## src/rtl/calendar_to_epoch_converter_core_assert.svh

```systemverilog
// ----------------------------------------------------------------------------
// Assertion macros for the calendar to epoch converter
// Clocked, reset-qualified property wrappers shared by the core.
// ----------------------------------------------------------------------------
`ifndef CALENDAR_TO_EPOCH_CONVERTER_CORE_ASSERT_SVH
`define CALENDAR_TO_EPOCH_CONVERTER_CORE_ASSERT_SVH

// Property that must hold on every edge out of reset
`define C2E_ASSERT_ALWAYS(name, ck, rs, prop, msg) \
  name: assert property (@(posedge ck) disable iff (rs) (prop)) else $error(msg);

// Same-cycle implication out of reset
`define C2E_ASSERT_IMPLIES(name, ck, rs, ante, cons, msg) \
  name: assert property (@(posedge ck) disable iff (rs) (ante) |-> (cons)) else $error(msg);

`endif

```

## src/rtl/c2e_pkg.sv

```systemverilog
// ----------------------------------------------------------------------------
// c2e_pkg
// Status codes, calendar tables and fixed constants of the date converter.
// ----------------------------------------------------------------------------
package c2e_pkg;

  typedef enum logic [2:0] {
    ST_OK         = 3'd0,
    ST_ZERO_FIELD = 3'd1,
    ST_EARLY_YEAR = 3'd2,
    ST_BAD_HOUR   = 3'd3,
    ST_BAD_MINUTE = 3'd4,
    ST_BAD_SECOND = 3'd5,
    ST_BAD_MONTH  = 3'd6,
    ST_BAD_DAY    = 3'd7
  } status_t;

  // Fields the validity checks look at, after the first stage
  typedef struct packed {
    logic [13:0] year;
    logic [7:0]  year_q100;   // year / 100
    logic [6:0]  month;
    logic [6:0]  day;
    logic [6:0]  hour;
    logic [6:0]  minute;
    logic [16:0] sec_ms;      // second * 1000 + millisecond
  } chk_fields_t;

  localparam int unsigned MIN_YEAR          = 1950;
  localparam int unsigned MAX_SEC_MS        = 59999;
  localparam int unsigned MS_PER_SEC        = 1000;
  localparam int unsigned MS_PER_MIN        = 60000;
  localparam int unsigned MS_PER_HOUR       = 3600000;
  localparam int unsigned DAYS_PER_YEAR     = 365;
  localparam int unsigned EPOCH_DAY_OFFSET  = 719468;
  // floor(x * RECIP_100 / 2^19) == x / 100 for every 14-bit x
  localparam int unsigned RECIP_100         = 5243;
  localparam int unsigned RECIP_SHIFT       = 19;

  localparam logic signed [27:0] MS_PER_DAY = 28'sd86400000;
  localparam logic signed [51:0] EPOCH_MAX  = 52'sd281474976710655;
  localparam logic signed [48:0] EPOCH_MIN  = -49'sd631152000000;

  // Day of year at the first of the month, years starting in March
  function automatic logic [8:0] month_offset(input logic [6:0] m);
    logic [8:0] r;
    case (m)
      7'd3:    r = 9'd0;
      7'd4:    r = 9'd31;
      7'd5:    r = 9'd61;
      7'd6:    r = 9'd92;
      7'd7:    r = 9'd122;
      7'd8:    r = 9'd153;
      7'd9:    r = 9'd184;
      7'd10:   r = 9'd214;
      7'd11:   r = 9'd245;
      7'd12:   r = 9'd275;
      7'd1:    r = 9'd306;
      7'd2:    r = 9'd337;
      default: r = 9'd0;
    endcase
    return r;
  endfunction

  // Length of a month in a common year
  function automatic logic [4:0] month_len(input logic [6:0] m);
    logic [4:0] r;
    case (m)
      7'd2:                  r = 5'd28;
      7'd4, 7'd6, 7'd9, 7'd11: r = 5'd30;
      default:               r = 5'd31;
    endcase
    return r;
  endfunction

endpackage

```

## src/rtl/c2e_check.sv

```systemverilog
// ----------------------------------------------------------------------------
// c2e_check
// Field validation in priority order, Gregorian leap rule for February.
// ----------------------------------------------------------------------------
module c2e_check (
  input  c2e_pkg::chk_fields_t f,
  output c2e_pkg::status_t     status
);
  import c2e_pkg::*;

  logic       century;
  logic       leap;
  logic [4:0] lim;

  // Leap year: divisible by 4, and not a century unless divisible by 400
  assign century = ({1'b0, f.year} == 15'(f.year_q100) * 15'd100);
  assign leap    = (f.year[1:0] == 2'b00) && (!century || (f.year_q100[1:0] == 2'b00));
  assign lim     = (f.month == 7'd2 && leap) ? 5'd29 : month_len(f.month);

  // First failing check sets the code
  always_comb begin
    if (f.year == '0 || f.month == '0 || f.day == '0) begin
      status = ST_ZERO_FIELD;
    end else if (f.year < 14'(MIN_YEAR)) begin
      status = ST_EARLY_YEAR;
    end else if (f.hour > 7'd23) begin
      status = ST_BAD_HOUR;
    end else if (f.minute > 7'd59) begin
      status = ST_BAD_MINUTE;
    end else if (f.sec_ms > 17'(MAX_SEC_MS)) begin
      status = ST_BAD_SECOND;
    end else if (f.month > 7'd12) begin
      status = ST_BAD_MONTH;
    end else if (f.day > {2'b00, lim}) begin
      status = ST_BAD_DAY;
    end else begin
      status = ST_OK;
    end
  end

endmodule

```

## src/rtl/calendar_to_epoch_converter_core.sv

```systemverilog
// ----------------------------------------------------------------------------
// calendar_to_epoch_converter_core: UTC calendar date/time to Unix milliseconds
// An accepted input beat passes through register stages 1 to 4; its result is driven from stage 4.
// Throughput: one beat per cycle while out_stall is low; four register stages, bubbles are squeezed.
// Reset clears the stage valid bits only; the datapath registers are not reset.
// ----------------------------------------------------------------------------
`include "calendar_to_epoch_converter_core_assert.svh"

module calendar_to_epoch_converter_core (
  input  logic               clk,
  input  logic               rst,
  input  logic               in_valid,
  output logic               in_stall,
  input  logic [13:0]        year,
  input  logic [6:0]         month,
  input  logic [6:0]         day,
  input  logic [6:0]         hour,
  input  logic [6:0]         minute,
  input  logic [6:0]         second,
  input  logic [9:0]         millisecond,
  output logic               out_valid,
  input  logic               out_stall,
  output logic signed [48:0] epoch_ms,
  output logic [2:0]         status
);
  import c2e_pkg::*;

  // Stage valid bits and per-stage advance
  logic v1, v2, v3, v4;
  logic rdy1, rdy2, rdy3, rdy4;

  assign rdy4     = !v4 || !out_stall;
  assign rdy3     = !v3 || rdy4;
  assign rdy2     = !v2 || rdy3;
  assign rdy1     = !v1 || rdy2;
  assign in_stall = !rdy1;

  always_ff @(posedge clk) begin
    if (rst) begin
      v1 <= 1'b0;
      v2 <= 1'b0;
      v3 <= 1'b0;
      v4 <= 1'b0;
    end else begin
      if (rdy1) v1 <= in_valid;
      if (rdy2) v2 <= v1;
      if (rdy3) v3 <= v2;
      if (rdy4) v4 <= v3;
    end
  end

  // --------------------------------------------------------------------------
  // Stage 1: shifted year, /100 by reciprocal, day of year, seconds in ms
  // --------------------------------------------------------------------------
  logic [13:0] yy_c;
  logic [26:0] yy_prod_c;
  logic [26:0] y_prod_c;
  logic [16:0] sec_ms_c;
  logic [8:0]  doy_c;

  assign yy_c      = (month <= 7'd2) ? year - 14'd1 : year;
  assign yy_prod_c = 27'(yy_c) * 27'(RECIP_100);
  assign y_prod_c  = 27'(year) * 27'(RECIP_100);
  assign sec_ms_c  = 17'(second) * 17'(MS_PER_SEC) + 17'(millisecond);
  assign doy_c     = month_offset(month) + 9'(day) - 9'd1;

  chk_fields_t s1_chk;
  logic [13:0] s1_yy;
  logic [7:0]  s1_yy_q100;
  logic [8:0]  s1_doy;

  always_ff @(posedge clk) begin
    if (rdy1 && in_valid) begin
      s1_chk.year      <= year;
      s1_chk.year_q100 <= y_prod_c[RECIP_SHIFT +: 8];
      s1_chk.month     <= month;
      s1_chk.day       <= day;
      s1_chk.hour      <= hour;
      s1_chk.minute    <= minute;
      s1_chk.sec_ms    <= sec_ms_c;
      s1_yy            <= yy_c;
      s1_yy_q100       <= yy_prod_c[RECIP_SHIFT +: 8];
      s1_doy           <= doy_c;
    end
  end

  // --------------------------------------------------------------------------
  // Stage 2: validate, day number relative to the epoch, time of day in ms
  // --------------------------------------------------------------------------
  status_t            status_c;
  logic [22:0]        base_c;
  logic signed [24:0] days_c;
  logic [29:0]        tod_c;

  c2e_check u_check (
    .f      (s1_chk),
    .status (status_c)
  );

  assign base_c = 23'(s1_yy) * 23'(DAYS_PER_YEAR) + 23'(s1_yy[13:2])
                - 23'(s1_yy_q100) + 23'(s1_yy_q100[7:2]);
  assign days_c = $signed(25'(base_c) + 25'(s1_doy) - 25'(EPOCH_DAY_OFFSET));
  assign tod_c  = 30'(s1_chk.hour) * 30'(MS_PER_HOUR)
                + 30'(s1_chk.minute) * 30'(MS_PER_MIN) + 30'(s1_chk.sec_ms);

  status_t            s2_status;
  logic signed [24:0] s2_days;
  logic [29:0]        s2_tod;

  always_ff @(posedge clk) begin
    if (rdy2 && v1) begin
      s2_status <= status_c;
      s2_days   <= days_c;
      s2_tod    <= tod_c;
    end
  end

  // --------------------------------------------------------------------------
  // Stage 3: days to milliseconds
  // --------------------------------------------------------------------------
  logic signed [51:0] prod_c;

  assign prod_c = s2_days * MS_PER_DAY;

  status_t            s3_status;
  logic signed [51:0] s3_prod;
  logic [29:0]        s3_tod;

  always_ff @(posedge clk) begin
    if (rdy3 && v2) begin
      s3_status <= s2_status;
      s3_prod   <= prod_c;
      s3_tod    <= s2_tod;
    end
  end

  // --------------------------------------------------------------------------
  // Stage 4: add time of day, saturate, drop the value on error
  // --------------------------------------------------------------------------
  logic signed [51:0] t_c;
  logic signed [48:0] t_out_c;

  assign t_c = s3_prod + $signed({22'b0, s3_tod});

  always_comb begin
    if (s3_status != ST_OK) begin
      t_out_c = '0;
    end else if (t_c > EPOCH_MAX) begin
      t_out_c = EPOCH_MAX[48:0];
    end else begin
      t_out_c = t_c[48:0];
    end
  end

  status_t s4_status;

  always_ff @(posedge clk) begin
    if (rdy4 && v3) begin
      epoch_ms  <= t_out_c;
      s4_status <= s3_status;
    end
  end

  assign out_valid = v4;
  assign status    = s4_status;

  // --------------------------------------------------------------------------
  // Assertions
  // --------------------------------------------------------------------------
  `C2E_ASSERT_IMPLIES(a_err_zero, clk, rst, out_valid && (s4_status != ST_OK), epoch_ms == '0, "error beat carries nonzero time")
  `C2E_ASSERT_IMPLIES(a_ok_floor, clk, rst, out_valid && (s4_status == ST_OK), epoch_ms >= EPOCH_MIN, "valid time below 1950")
  `C2E_ASSERT_IMPLIES(a_stall_full, clk, rst, in_stall, v1 && v2 && v3 && v4, "input held while pipeline has a bubble")

endmodule

```

## config.mk

```make
export PLATFORM = sky130hd
export DESIGN_NAME = calendar_to_epoch_converter_core
export DESIGN_NICKNAME = d
export VERILOG_FILES = /design/src/rtl/c2e_pkg.sv /design/src/rtl/c2e_check.sv /design/src/rtl/calendar_to_epoch_converter_core.sv
export VERILOG_INCLUDE_DIRS = /design/src /design/src/rtl
export SDC_FILE = /design/constraint.sdc
export NUM_CORES = 2
export LEC_CHECK = 0
export ABC_AREA = 1
export BUFFER_PORTS_ARGS = -buffer_cell sky130_fd_sc_hd__buf_2
export CORE_MARGIN = 4
export CORE_UTILIZATION = 30
export DETAILED_ROUTE_END_ITERATION = 12
export GPL_TIMING_DRIVEN = 0
export PLACE_DENSITY = 0.49
export REMOVE_ABC_BUFFERS = 1
export SYNTH_ARGS = -nofsm -noshare
export SYNTH_HDL_FRONTEND = slang
export SYNTH_SLANG_ARGS = --single-unit
```

## constraint.sdc

```tcl
create_clock -name clk -period 9 [get_ports clk]
set_clock_uncertainty 0.2 [all_clocks]
set_input_delay 0.9 -clock clk [delete_from_list [all_inputs] [get_ports clk]]
set_output_delay 0.9 -clock clk [all_outputs]
set_load 0.1 [all_outputs]
```

==> impl_metrics.yaml <==
sta:
  setup_viol_count_final: 0
  worst_pin_slew_ps: 1300
  period_share: 0.826
  max_slew_margin: 0.132
  rsz0062_at_grt: "no"
  drv_slew: 0
  period_needed_ps: 7430
  fmax_mhz: 135
  finalSetupTns_ps: 0
  hold_viol_final: 0
grt:
  grt_util_met2: 0.217
  grt_pass1_wl_mm: 156
  gr-usage-met3: 0.0172
  grt_use_total: 0.137
  antenna_found_initial: 3
  grt_pass1_vias: 29500
  grt.busiest_layer: "met2"
  grt_max_degree: 65
  grt.overflow.total: 0
  grt_use_met1: 0.201
yosys:
  netlist_top_cells_area: "ha_1, fa_1, edfxtp_1, inv_1, nand2_1"
  async_reset_ff_frac: 0
  netlist_instances: 4381
  syn-cell-area_mm2: 0.0403
  synth_ff_type: "edfxtp_1"
  synth_edf_count: 283
  ys_seq_elements: 287
  synth.distinct_cells: 51
  synth_top_area_cell: "ha_1"
  syn_avg_cell_area_um2: 9.20
  synth.top_cell.area_share: 0.228
  synth_warnings: 0
  seq_area_frac_synth: 0.213
worst_setup_path:
  cp_max_fo: 10
  rr_worst_depth: 23
  rr_startpoint: "s1_chk[29]"
  cp.arrival_ps: 7540
  crit_required_ps: 9110
  regToRegEndpoint: "s2_tod[28]"
  cp-startpoint: "month[4]"
  worst-setup-path-type: "in2reg"
  crit_path_end: "s1_yy_q100[4]"
  start_kind: "input port"
  r2r_setup_slack_ps: 1620
  cp-end-kind: "flop"
detailed_routing:
  antenna_left: 0
  drc: 0
  num_vias: 28000
  post_drt_wl_per_cell_um: 14.9
  first_iter_violations: 1257
  vias_per_cell: 4.43
  routed_wl_mm: 94.3
  drtPass1Iterations: 5
floorplanning:
  fp.dieH_um: 375
  initial_core_util: 0.302
  design.core.area_mm2: 0.133
  die_w_um: 375
  die_area_mm2: 0.140
  rows: 134
  io_pins: 117
run:
  cap_violations: 0
place:
  gp_congestion: 0.879
  place_inst: 6259
  hpwl_mm: 82.2
  numPortBuffers: 116
clocking:
  clk_transition_reported_paths_ps: 60
  tritoncts: "done"
  clock_latency_ps: 560
  clk_path_buf_depth: 3
  cts_sinks: 287
  cts_hold_buffers: 0
  post_cts_resized: 0
  post-cts-setup-buffers: 0
  cts-root-buf: "clkbuf_16"
  cts_buffers: 37
  htreeDepth: 2
cells_and_area:
  area_growth_pct: 10.4
  nNetsFinal: 5772
  fill_cells: 14000
  layoutNonFillerInstCount: 6329
  drive_gt1_frac: 0.0500
worst_hold_path:
  worstHoldPathType: "reg2reg"
outcome:
  status: "finished clean"
## layout make-up
type	count	area, um^2	area share
Antenna cell	3	7.51	0.000169
Sequential cell	287	8580	0.193
Clock inverter	26	289	0.00649
Inverter	1107	4160	0.0934
Clock buffer	41	951	0.0214
Multi-Input combinational cell	2972	27500	0.619
Tap cell	1768	2210	0.0497
Timing Repair Buffer	125	776	0.0174
## layer usage
layer	vias to the layer above	share of wire
met5	-	0
met4	0	0.014
met3	70	0.033
met2	331	0.44
met1	13300	0.51
li1	14300	-
## critical path, stage by stage
cell,delay (ps)
buf_2,110
nor3_2,620
inv_1,180
nor2_2,490
nand3_1,230
nor2_1,170
xor2_1,550
inv_1,240
fa_1,530
inv_1,50
ha_1,310
fa_1,530
inv_1,70
fa_1,530
inv_1,50
fa_1,480
ha_1,350
nand2_1,110
nor4_1,330
nand3_1,120
nand3_1,240
a31oi_1,140
xor2_1,180
## cell families after synthesis
logic type,after synthesis,share of synthesized area
adders and majority gates,1180,0.449
AOI/OAI and AO/OA,509,0.0715
xor gates and xnor gates,244,0.0530
and+or+nand+nor,1039,0.109
DFF,287,0.213
buffers and inverters,1122,0.105
## cells in the mapped netlist (41+ instances only)
cell / instances
a21oi_1: 252
edfxtp_1: 283
fa_1: 445
ha_1: 734
inv_1: 1105
nand2_1: 582
nand3_1: 123
nand4_1: 41
nor2_1: 200
o21ai_0: 120
xnor2_1: 80
xor2_1: 164
## state kept, by name, summed over array words and instances (netlist names), 8 cells and up
| signal | cells |
|---|---|
| s1_chk | 67 |
| s2_days | 25 |
| s1_yy_q100 | 8 |
| s1_doy | 9 |
| s1_yy | 14 |
| s2_tod | 30 |
| s3_tod | 30 |
| s3_prod | 42 |
| epoch_ms | 49 |
## metrics by stage
step	setup slack (ps)	util	hold slack, ps	instance area (um^2)
after global placement	430	0.322	202	43000
after CTS	1520	0.333	218	44500
after global routing	1070	0.333	221	44500
final	1570	0.333	218	44500
after detailed placement	891	0.324	205	43300
after floorplan	2430	-	200	40200
## worst min-delay path by stage
stage                    from   endpoint  slack, ps  depth (start not counted)
finish              s2_tod[2]  s3_tod[2]        220                          0
floorplan           s1_chk[0]  s2_tod[0]        200                          0
CTS                 s2_tod[2]  s3_tod[2]        220                          0
global route        s1_chk[2]  s2_tod[2]        220                          0
global placement    s1_chk[1]  s2_tod[1]        200                          0
detailed placement  s2_tod[3]  s3_tod[3]        200                          0
## cell usage in the layout, fill, tap and decap left out, types with 4 or more instances in the layout
cell,instances
fa_1,445
a21o_1,22
dfxtp_1,4
o31ai_1,4
o211ai_1,8
o2111ai_1,6
and3_1,4
o21bai_1,22
buf_2,116
nor3_1,31
o21ai_0,120
or2_2,10
a31o_2,4
a21boi_0,5
xnor2_1,80
a21oi_2,10
nand3b_1,10
nor4_1,24
nor2_2,4
bufinv_16,5
buf_12,7
inv_6,4
ha_1,734
nand4_1,41
clkbuf_16,37
a21oi_1,251
edfxtp_1,283
a31oi_1,24
o21ai_1,8
nand3_1,123
xor2_1,164
clkinv_2,5
inv_1,1103
nor2_1,198
nand2_1,582
clkinv_1,5
o21a_1,8
Power is left out: the tool's default activity adds up to more than one toggle a clock period on the data nets, which glitch-free logic cannot reach.
